$ cat config.mk
export PLATFORM = sky130hd
export DESIGN_NAME = stable_priority_queue_top
export DESIGN_NICKNAME = d
export VERILOG_FILES = /design/src/hw/rtl/spq_pkg.sv /design/src/hw/rtl/spq_ram.sv /design/src/hw/rtl/stable_priority_queue_top.sv
export SDC_FILE = /design/constraint.sdc
export NUM_CORES = 1
export LEC_CHECK = 0
export ABC_CLOCK_PERIOD_IN_PS = 4100
export BUFFER_PORTS_ARGS = -buffer_cell sky130_fd_sc_hd__buf_2
export CAP_MARGIN = 25
export CORE_MARGIN = 5
export CORE_UTILIZATION = 40
export CTS_CLUSTER_DIAMETER = 60
export CTS_CLUSTER_SIZE = 30
export DETAILED_ROUTE_END_ITERATION = 10
export GPL_TIMING_DRIVEN = 1
export SYNTH_ARGS = -nofsm -noshare
export SYNTH_HDL_FRONTEND = slang
export SYNTH_SLANG_ARGS = --single-unit
$ cat constraint.sdc
create_clock -name clk -period 4.1 [get_ports clk]
set_input_delay 0.41 -clock clk [delete_from_list [all_inputs] [get_ports clk]]
set_output_delay 0.41 -clock clk [all_outputs]
set_load 0.02 [all_outputs]
$ cat src/hw/rtl/spq_pkg.sv
// Package: request/result types and fixed constants of the stable priority queue.
`default_nettype none

package spq_pkg;

    localparam int URG_W     = 3;
    localparam int OUT_TAG_W = 16;
    localparam int OCC_W     = 5;

    localparam logic [URG_W-1:0] URG_MIN = 3'd1;
    localparam logic [URG_W-1:0] URG_MAX = 3'd5;

    localparam logic REQ_INSERT = 1'b0;
    localparam logic REQ_SERVE  = 1'b1;

    typedef struct packed {
        logic                 req_type;
        logic [OUT_TAG_W-1:0] entry_tag;
        logic [URG_W-1:0]     urgency;
    } req_t;

    typedef struct packed {
        logic                 served_valid;
        logic [OUT_TAG_W-1:0] served_tag;
        logic [URG_W-1:0]     served_urgency;
        logic                 empty_serve;
        logic                 insert_dropped;
        logic                 head_valid;
        logic [OUT_TAG_W-1:0] head_tag;
        logic [URG_W-1:0]     head_urgency;
        logic [OCC_W-1:0]     occupancy;
    } rsp_t;

endpackage

`default_nettype wire

$ cat src/hw/rtl/spq_ram.sv
// Simple dual-port entry memory: one write port, one registered read port.
`default_nettype none

module spq_ram #(
    parameter int DEPTH = 16,
    parameter int WIDTH = 19
) (
    input  wire logic                     clk,
    input  wire logic                     we,
    input  wire logic [$clog2(DEPTH)-1:0] waddr,
    input  wire logic [WIDTH-1:0]         wdata,
    input  wire logic [$clog2(DEPTH)-1:0] raddr,
    output logic      [WIDTH-1:0]         rdata
);

    logic [WIDTH-1:0] mem [DEPTH];

    always_ff @(posedge clk)
    begin
        if (we)
        begin
            mem[waddr] <= wdata;
        end
    end

    always_ff @(posedge clk)
    begin
        rdata <= mem[raddr];
    end

endmodule

`default_nettype wire

$ cat src/hw/rtl/stable_priority_queue_top.sv
// Top level: stable priority queue kept sorted in one entry memory.
// A dropped insert, an empty serve, an insert into an empty queue or a serve of
// the last entry goes straight to S_FIN; any other insert walks S_INS, moving
// entries back, and S_INS_LAST if it reaches the front; any other serve walks
// S_SRV. One item at a time; one write and one registered read memory port move
// one entry a cycle. Reset clears the count; memory contents stay undefined.
`default_nettype none

module stable_priority_queue_top #(
    parameter int DEPTH    = 16,
    parameter int TAG_BITS = 16
) (
    input  wire logic          clk,
    input  wire logic          rst_n,
    input  wire logic          start,
    input  wire spq_pkg::req_t req,
    output logic               busy,
    output logic               done,
    output spq_pkg::rsp_t      rsp
);

    import spq_pkg::*;

    localparam int IW = (DEPTH > 1) ? $clog2(DEPTH) : 1;
    localparam int CW = $clog2(DEPTH + 1);
    localparam int EW = TAG_BITS + URG_W;

    typedef enum logic [4:0] {
        S_IDLE     = 5'b00001,
        S_INS      = 5'b00010,
        S_INS_LAST = 5'b00100,
        S_SRV      = 5'b01000,
        S_FIN      = 5'b10000
    } state_t;

    state_t                state_reg;
    logic [CW-1:0]         count_reg;
    logic [IW-1:0]         idx_reg;
    logic [TAG_BITS-1:0]   new_tag_reg;
    logic [URG_W-1:0]      new_urg_reg;
    logic [TAG_BITS-1:0]   head_tag_reg;
    logic [URG_W-1:0]      head_urg_reg;
    logic                  sv_reg;
    logic [TAG_BITS-1:0]   st_reg;
    logic [URG_W-1:0]      su_reg;
    logic                  empty_reg;
    logic                  drop_reg;
    logic                  done_reg;
    rsp_t                  rsp_reg;

    logic                  accept;
    logic [TAG_BITS-1:0]   tag_in;
    logic [URG_W-1:0]      urg_in;
    logic [IW-1:0]         last_idx;
    logic                  full;

    logic                  ram_we;
    logic [IW-1:0]         ram_waddr;
    logic [EW-1:0]         ram_wdata;
    logic [IW-1:0]         ram_raddr;
    logic [EW-1:0]         ram_rdata;
    logic [TAG_BITS-1:0]   rd_tag;
    logic [URG_W-1:0]      rd_urg;

    assign busy   = (state_reg != S_IDLE);
    assign accept = start && !busy;
    assign done   = done_reg;
    assign rsp    = rsp_reg;

    assign tag_in   = TAG_BITS'(req.entry_tag);
    assign urg_in   = (req.urgency < URG_MIN) ? URG_MIN :
                      (req.urgency > URG_MAX) ? URG_MAX : req.urgency;
    assign last_idx = IW'(count_reg - 1'b1);
    assign full     = (count_reg == CW'(DEPTH));
    assign rd_tag   = ram_rdata[EW-1:URG_W];
    assign rd_urg   = ram_rdata[URG_W-1:0];

    always_comb
    begin
        ram_we    = 1'b0;
        ram_waddr = '0;
        ram_wdata = {new_tag_reg, new_urg_reg};
        ram_raddr = last_idx;
        unique case (state_reg)
            S_IDLE:
            begin
                if (req.req_type == REQ_SERVE)
                begin
                    ram_raddr = IW'(1);
                end
                else if (accept && (count_reg == '0))
                begin
                    ram_we    = 1'b1;
                    ram_wdata = {tag_in, urg_in};
                end
            end
            S_INS:
            begin
                ram_we    = 1'b1;
                ram_waddr = IW'(idx_reg + 1'b1);
                ram_raddr = IW'(idx_reg - 1'b1);
                if (rd_urg > new_urg_reg)
                begin
                    ram_wdata = ram_rdata;
                end
            end
            S_INS_LAST:
            begin
                ram_we = 1'b1;
            end
            S_SRV:
            begin
                ram_we    = 1'b1;
                ram_waddr = IW'(idx_reg - 1'b1);
                ram_wdata = ram_rdata;
                ram_raddr = IW'(idx_reg + 1'b1);
            end
            S_FIN:
            begin
            end
            default:
            begin
            end
        endcase
    end

    spq_ram #(
        .DEPTH (DEPTH),
        .WIDTH (EW)
    ) u_ram (
        .clk   (clk),
        .we    (ram_we),
        .waddr (ram_waddr),
        .wdata (ram_wdata),
        .raddr (ram_raddr),
        .rdata (ram_rdata)
    );

    always_ff @(posedge clk or negedge rst_n)
    begin
        if (!rst_n)
        begin
            state_reg <= S_IDLE;
            count_reg <= '0;
            done_reg  <= 1'b0;
        end
        else
        begin
            done_reg <= 1'b0;
            unique case (state_reg)
                S_IDLE:
                begin
                    if (accept)
                    begin
                        state_reg <= S_FIN;
                        if (req.req_type == REQ_INSERT)
                        begin
                            if (full)
                            begin
                                state_reg <= S_FIN;
                            end
                            else if (count_reg == '0)
                            begin
                                count_reg <= CW'(1);
                            end
                            else
                            begin
                                state_reg <= S_INS;
                            end
                        end
                        else if (count_reg == CW'(1))
                        begin
                            count_reg <= '0;
                        end
                        else if (count_reg != '0)
                        begin
                            state_reg <= S_SRV;
                        end
                    end
                end
                S_INS:
                begin
                    if (rd_urg > new_urg_reg)
                    begin
                        if (idx_reg == '0)
                        begin
                            state_reg <= S_INS_LAST;
                        end
                    end
                    else
                    begin
                        count_reg <= CW'(count_reg + 1'b1);
                        state_reg <= S_FIN;
                    end
                end
                S_INS_LAST:
                begin
                    count_reg <= CW'(count_reg + 1'b1);
                    state_reg <= S_FIN;
                end
                S_SRV:
                begin
                    if (idx_reg == last_idx)
                    begin
                        count_reg <= CW'(count_reg - 1'b1);
                        state_reg <= S_FIN;
                    end
                end
                S_FIN:
                begin
                    done_reg  <= 1'b1;
                    state_reg <= S_IDLE;
                end
                default:
                begin
                    state_reg <= S_IDLE;
                end
            endcase
        end
    end

    always_ff @(posedge clk)
    begin
        unique case (state_reg)
            S_IDLE:
            begin
                if (accept)
                begin
                    new_tag_reg <= tag_in;
                    new_urg_reg <= urg_in;
                    sv_reg      <= 1'b0;
                    st_reg      <= '0;
                    su_reg      <= '0;
                    empty_reg   <= 1'b0;
                    drop_reg    <= 1'b0;
                    if (req.req_type == REQ_INSERT)
                    begin
                        idx_reg <= last_idx;
                        if (full)
                        begin
                            drop_reg <= 1'b1;
                        end
                        else if (count_reg == '0)
                        begin
                            head_tag_reg <= tag_in;
                            head_urg_reg <= urg_in;
                        end
                    end
                    else
                    begin
                        idx_reg <= IW'(1);
                        if (count_reg == '0)
                        begin
                            empty_reg <= 1'b1;
                        end
                        else
                        begin
                            sv_reg <= 1'b1;
                            st_reg <= head_tag_reg;
                            su_reg <= head_urg_reg;
                        end
                    end
                end
            end
            S_INS:
            begin
                if (rd_urg > new_urg_reg)
                begin
                    idx_reg <= IW'(idx_reg - 1'b1);
                end
            end
            S_INS_LAST:
            begin
                head_tag_reg <= new_tag_reg;
                head_urg_reg <= new_urg_reg;
            end
            S_SRV:
            begin
                if (idx_reg == IW'(1))
                begin
                    head_tag_reg <= rd_tag;
                    head_urg_reg <= rd_urg;
                end
                idx_reg <= IW'(idx_reg + 1'b1);
            end
            S_FIN:
            begin
                rsp_reg.served_valid   <= sv_reg;
                rsp_reg.served_tag     <= OUT_TAG_W'(st_reg);
                rsp_reg.served_urgency <= su_reg;
                rsp_reg.empty_serve    <= empty_reg;
                rsp_reg.insert_dropped <= drop_reg;
                rsp_reg.head_valid     <= (count_reg != '0);
                rsp_reg.head_tag       <= (count_reg != '0) ? OUT_TAG_W'(head_tag_reg) : '0;
                rsp_reg.head_urgency   <= (count_reg != '0) ? head_urg_reg : '0;
                rsp_reg.occupancy      <= OCC_W'(count_reg);
            end
            default:
            begin
            end
        endcase
    end

endmodule

`default_nettype wire

==> metrics.md, run 1 <==
| Metric | Value |
|---|---|
| Status | finished, final reports clean |
| Post-synthesis sequential area ratio | 72.3% |
| Slew @ Worst Pin | 0.924 ns |
| Post-Synthesis Cells | 1215 |
| Cells on Worst Hold Path | 1 |
| Filler cells | 3981 |
| Hpwl dp | 25400 µm |
| Overall power | 17.6 mW |
| # diodes | 0 |
| Synth unique cells | 70 |
| Final Skew | 0.0357 ns |
| Detailed-route wire length | 41700 µm |
| Max reg flops | 304 |
| Share of the synthesized area in the top cell type | 68.7% |
| Routed Antenna Nets | 0 |
| Period utilisation layout | 87.8% |
| Total negative slack | 0 ns |
| Commonest non-fill, non-tap cell in the layout | edfxtp_1 |
| IO Pins | 72 |
| Root Driver | clkbuf_16 |
| Static leakage | 6.95 nW |
| Crit-path max FO | 42 |
| Die area | 49700 µm² |
| Worst path arrival time | 3.92 ns |
| RR Endpoint | u_ram.mem[0][16] |
| Chip Width | 223 µm |
| 1st-iter DRT viols | 1064 |
| Syn_area_per_cell | 14.9 µm² |
| Synth top area cells | edfxtp_1, mux2_2, nand2_1, dfxtp_1, dfrtp_1 |
| CTS tree | built |
| Final Max Tran Viols | 0 |
| Vias | 10.4k |
| R2R depth | 9 |
| Clock tree buffer depth | 3 |
| Minimum clock period | 3.60 ns |
| Clock slew at reported path FFs | 0.09 ns |
| Pwr dens | 863 nW/µm² |
| Hold path startpoint | req[18] |
| Worst setup EP type | flip-flop |
| Switching power total | 6.86 mW |
| Worst-path cell chain | inv_1 > ha_1 > nand2_1 > or2_2 > nor3_2 > o21bai_1 > buf_4 > a222oi_1 > inv_1 |
| Worst path slowest cell | o21bai_1 |
| Normalized max-slew margin | 38.3% |
| FFs w/ async S/R, synth | 2.47% |
| DRC | 0 |
| Initial DRT Pass Iterations | 9 |
| Max Clk Rate | 278 MHz |
| Post_cts resized | 0 |
| Final Setup Violations | 0 |
| Int Pwr | 10.7 mW |
| Synth area leader | edfxtp_1 |
| Hold Fails Final Rpt | 0 |
| Worst Setup EP | u_ram.mem[0][16] |
| Max-cap violations | 0 |
| All-layer global routing usage | 16.2% |
| Initial cell density of the core | 40.2% |
| Worst Setup SP | count_reg[0] |
| RSZ-0062 raised after global routing | false |
| Fin cells | 1910 |
| Primary FF master, synth | edfxtp_1 |
| Core Footprint | 45100 µm² |
| Startpoint Class | flip-flop |
| Layout cells sized above 1 | 22.2% |
| Initial antenna violation count | 0 |
| First-pass GRT wire length | 63300 µm |
| Multi-input gate area | 4560 µm² |
| DIE HEIGHT | 223 µm |
| GRT overflow | 0 |
| Drt wl/cell | 21.8 µm |
| Sequential Power Share | 39.2% |
| Routed vias/inst | 5.44 |
| Worst path max stage delay | 0.74 ns |
| Maximum vdd drop | 677 µV |
| CP most frequent cell | inv_1 |
| Largest net degree at the start of global routing | 49 |
| Number of synthesized flops with an enable pin | 415 |
| DP Cell Count | 1852 |
| Clock sink count | 445 |
| Sw Ratio | 39.1% |
| Clock share of power | 17.8% |
| WS Path Type | flip-flop to flip-flop |
| Fin nets | 1321 |
| Flip-flop and latch count after synthesis | 445 |
| I/O Buffers | 71 |
| Worst-Skew Late Latency | 0.60 ns |
| P&R area growth vs syn | 12.2% |
| Placer Congestion | 0.836 |
| CTS Buf Count | 28 |
| Hold Crit Class | input port to flip-flop |
| Cell Area, Synth | 18100 µm² |
| Commonest cells after routing, fill and taps aside | edfxtp_1, nand2_1, mux2_2, buf_2, a21oi_1 |
| Synthesis Warnings | 0 |
| Register area | 13100 µm² |
| Hold buffer count at cts | 5 |
| Row Count | 78 |
| Synthesized Nets | 1248 |
| CTS H-tree lvls | 1 |
| Vias in the first global route | 10.1k |
| Comb power frac | 43.1% |
| Critical Path RT | 4.42 ns |
| Post-CTS Setup Bufs | 0 |
| R2R Setup Slk | 0.50 ns |
| Reg-to-Reg Start | count_reg[0] |
## Yosys cell counts, types with 11 or more instances
cell / number
buf_4: 11
nor2_1: 33
and3_1: 21
a21oi_1: 44
a22oi_1: 18
a222oi_1: 17
clkbuf_1: 35
a32o_1: 19
mux2_2: 76
inv_1: 30
nor4_2: 11
o22ai_1: 40
nor3_1: 23
buf_2: 20
nand3_1: 12
mux2i_1: 20
and2_1: 29
edfxtp_1: 415
dfxtp_1: 19
nand2_1: 171
o21ai_0: 12
## final cells by class
type                    count  share of cell area [%]
flip-flops and latches    445                    64.5
multi-input cells         664                    22.4
repair buffers            119                    3.86
well taps                 600                    3.69
clock buffers              30                    3.53
clock inverters            22                    1.50
inverters                  30                   0.553
## power by group through the flow
stage / Combinational (mW) / Clock, mW / Sequential (mW)
after floorplan: 5.58 / 0 / 6.81
after global placement: 7.46 / 0 / 6.95
after detailed placement: 7.56 / 0 / 6.96
after CTS: 7.60 / 3.21 / 6.86
after global routing: 8.21 / 3.38 / 6.92
final: 7.56 / 3.12 / 6.87
## kinds of logic (layout without fill, tap and decap cells)
| group | after synthesis | count (layout) | synth area share [%] |
|---|---|---|---|
| AO/OA/AOI/OAI | 196 | 196 | 7.86 |
| AND/OR/NAND/NOR | 352 | 352 | 9.94 |
| XOR/XNOR | 10 | 10 | 0.483 |
| adder cells (fa/ha/maj) | 10 | 10 | 0.690 |
| multiplexers | 96 | 96 | 5.82 |
| flip-flops | 445 | 445 | 72.3 |
| buffers and inverters | 106 | 201 | 2.89 |
## per-layer routing
metal,GRT usage (%),vias up,part of all wire [%]
li1,-,4775,-
met1,23.5,5202,44
met2,26.3,351,47
met3,2.30,53,6.7
met4,3.91,0,2.1
met5,0,-,0
## worst max-delay path: cells and delay by family, from the launching register on
kind	cells	cell delay [ns]
DFF	1	0.61
and+or+nand+nor	3	0.67
buffers and inverters	3	0.93
adders and majority gates	1	0.26
AOI/OAI and AO/OA	2	0.84
## worst min-delay path by stage
stage / end / slack (ns)
2_1_floorplan: count_reg[0] / 0.11
3_3_place_gp: done / 0.30
3_5_place_dp: done / 0.30
4_1_cts: new_tag_reg[4] / 0.01
5_1_grt: new_tag_reg[15] / 0.02
6_report: new_tag_reg[15] / 0.04
## through the flow
step | utilization, % | cell area, µm² | hold slack (ns) | setup WS, ns
after floorplan | - | 18100 | 0.114 | 0.369
after global routing | 45.1 | 20300 | 0.0238 | 0.188
final | 45.1 | 20300 | 0.0402 | 0.500
after CTS | 45.1 | 20300 | 0.0102 | 0.554
after global placement | 42.7 | 19200 | 0.296 | 0.543
after detailed placement | 42.7 | 19300 | 0.295 | 0.569
Note: power is estimated with default switching activity, not from simulation.
==> run 2, diff against run 1 <==
--- a/config.mk
+++ b/config.mk
@@ -9,11 +9,13 @@
 export BUFFER_PORTS_ARGS = -buffer_cell sky130_fd_sc_hd__buf_2
 export CAP_MARGIN = 25
 export CORE_MARGIN = 5
-export CORE_UTILIZATION = 40
+export CORE_UTILIZATION = 52
 export CTS_CLUSTER_DIAMETER = 60
-export CTS_CLUSTER_SIZE = 30
+export CTS_CLUSTER_SIZE = 16
 export DETAILED_ROUTE_END_ITERATION = 10
 export GPL_TIMING_DRIVEN = 1
+export PLACE_DENSITY = 0.69
+export SKIP_LAST_GASP = 1
 export SYNTH_ARGS = -nofsm -noshare
 export SYNTH_HDL_FRONTEND = slang
 export SYNTH_SLANG_ARGS = --single-unit
==> run 2 against run 1 <==
Effect of this change: global-route usage is 3.9 points higher; combinational power is 0.5% higher; routed wire length is 5.4% lower; first-iteration DRC count is 18% lower; critical path type unchanged; critical path depth is 2 lower; worst setup slack better by 0.27 ns; via count is 1.3% higher; sequential power hardly changed; maximum frequency is 8.2% higher; non-clock buffer count is 8 higher; clock-buffer cell count is 25 higher.
==> metrics.md, run 2 (synthesized netlist as in run 1, its figures left out) <==
| Metric | Value |
|---|---|
| PnR worst setup slack | 0.774 ns |
| Initial antenna violation count | 0 |
| Slew @ Worst Pin | 0.947 ns |
| Max Clk Rate | 301 MHz |
| CTS tree | built |
| Routed vias/inst | 5.89 |
| Root Driver | clkbuf_16 |
| Static leakage | 7.06 nW |
| Hpwl dp | 26200 µm |
| Max reg flops | 304 |
| GRT overflow | 0 |
| Hold path startpoint | req[15] |
| Routed Antenna Nets | 0 |
| Final Instance Area | 20300 µm² |
| Critical Path RT | 4.28 ns |
| Sw Ratio | 37.4% |
| Core Footprint | 34500 µm² |
| Vias in the first global route | 10.3k |
| Row Count | 68 |
| First-pass GRT wire length | 60600 µm |
| Reg-to-Reg Start | state_reg[3] |
| Cells on Worst Hold Path | 1 |
| Pre-CTS WS | 0.807 ns |
| Worst-path cell chain | nor3_2 > and2_1 > buf_4 > o211ai_1 > nand2_1 > a222oi_1 > inv_1 |
| CP bufs+invs | 2 |
| Clock tree buffer depth | 3 |
| RSZ-0062 raised after global routing | false |
| Max-cap violations | 0 |
| CTS H-tree lvls | 2 |
| Final Max Tran Viols | 0 |
| CTS Buf Count | 36 |
| Layout cells sized above 1 | 22.6% |
| R2R depth | 7 |
| Vias | 10.5k |
| Switching power total | 6.67 mW |
| Initial cell density of the core | 52.6% |
| Drt wl/cell | 22.1 µm |
| Status | finished, final reports clean |
| Worst Hold Margin | 0.0835 ns |
| Worst setup EP type | flip-flop |
| Clock share of power | 18.7% |
| Chip Width | 197 µm |
| Int Pwr | 11.2 mW |
| Normalized max-slew margin | 36.7% |
| Largest net degree at the start of global routing | 54 |
| Sequential Power Share | 38.7% |
| Worst path max stage delay | 0.72 ns |
| Minimum clock period | 3.33 ns |
| Total negative slack | 0 ns |
| Hold Fails Final Rpt | 0 |
| Commonest non-fill, non-tap cell in the layout | edfxtp_1 |
| Commonest cells after routing, fill and taps aside | edfxtp_1, nand2_1, mux2_2, buf_2, buf_4 |
| Final Skew | 0.0166 ns |
| 1st-iter DRT viols | 872 |
| Crit-path max FO | 19 |
| All-layer global routing usage | 20.1% |
| Comb power frac | 42.6% |
| Worst-Skew Late Latency | 0.53 ns |
| Fin nets | 1337 |
| P&R area growth vs syn | 12.1% |
| Placer Congestion | 0.907 |
| RR Endpoint | u_ram.mem[13][5] |
| R2R Setup Slk | 0.77 ns |
| Pwr dens | 876 nW/µm² |
| Clock slew at reported path FFs | 0.07 ns |
| IO Pins | 72 |
| Clock sink count | 445 |
| DP Area | 19200 µm² |
| # diodes | 0 |
| Post-CTS Setup Bufs | 0 |
| Hold Crit Class | input port to flip-flop |
| WS Path Type | flip-flop to flip-flop |
| Post_cts resized | 0 |
| Initial DRT Pass Iterations | 8 |
| Worst path slowest cell | dfrtp_1 |
| Final Setup Violations | 0 |
| Maximum vdd drop | 481 µV |
| Worst Hold Endpoint | new_tag_reg[12] |
| Detailed-route wire length | 39400 µm |
| Worst path arrival time | 3.50 ns |
| Period utilisation layout | 81.1% |
| I/O Buffers | 71 |
| Die area | 38700 µm² |
| CP delay by family, top | simple AND/OR/NAND/NOR gates |
| DIE HEIGHT | 197 µm |
| Startpoint Class | flip-flop |
| Hold buffer count at cts | 1 |
| DRC | 0 |
| Filler cells | 2588 |
[run 2: how the worst max path moves through the flow]
stage | from | end | slack, ns | depth (start not counted)
2_1_floorplan | state_reg[2] | u_ram.mem[15][0] | 0.37 | 9
3_3_place_gp | state_reg[3] | u_ram.mem[12][10] | 0.81 | 7
5_1_grt | state_reg[3] | u_ram.mem[4][6] | 0.43 | 8
4_1_cts | state_reg[1] | u_ram.mem[12][14] | 0.78 | 6
3_5_place_dp | state_reg[1] | u_ram.mem[12][10] | 0.81 | 6
6_report | state_reg[3] | u_ram.mem[13][5] | 0.77 | 7
[run 2: layout make-up]
cell class,count,area [µm²],area share [%]
well taps,455,569,2.80
multi-input cells,664,4560,22.4
clock inverters,9,106,0.523
flip-flops and latches,445,13100,64.5
repair buffers,127,873,4.29
clock buffers,55,1000,4.93
inverters,30,113,0.554
[run 2: routing by layer]
metal / global-route usage [%] / share of wire [%] / vias up
met4: 4.39 / 2.0 / 0
met5: 0 / 0 / -
met1: 29.3 / 43 / 5184
met2: 32.4 / 48 / 453
met3: 3.40 / 7.8 / 72
li1: - / - / 4808
[run 2: per-stage QoR]
step / cells / total power, mW / util, %
2_1_floorplan: 1215 / 12.4 / -
3_3_place_gp: 1718 / 14.4 / 55.7
3_5_place_dp: 1718 / 14.6 / 55.7
4_1_cts: 1783 / 17.9 / 58.9
5_1_grt: 1785 / 18.8 / 59.0
6_report: 1785 / 17.8 / 59.0
[run 2: worst register-to-register path: cells and delay by family (launching register included)]
kind | cells | cell delay, ns
AND/OR/NAND/NOR | 3 | 0.87
flip-flops | 1 | 0.72
buffers and inverters | 2 | 0.57
AO/OA/AOI/OAI | 2 | 0.81
[run 2: power groups by stage]
| stage | Combinational [mW] | Sequential (mW) | Clock (mW) |
|---|---|---|---|
| after floorplan | 5.58 | 6.81 | 0 |
| after global placement | 7.44 | 6.95 | 0 |
| after detailed placement | 7.58 | 6.98 | 0 |
| after CTS | 7.60 | 6.88 | 3.40 |
| after global routing | 8.26 | 6.94 | 3.59 |
| final | 7.60 | 6.89 | 3.33 |
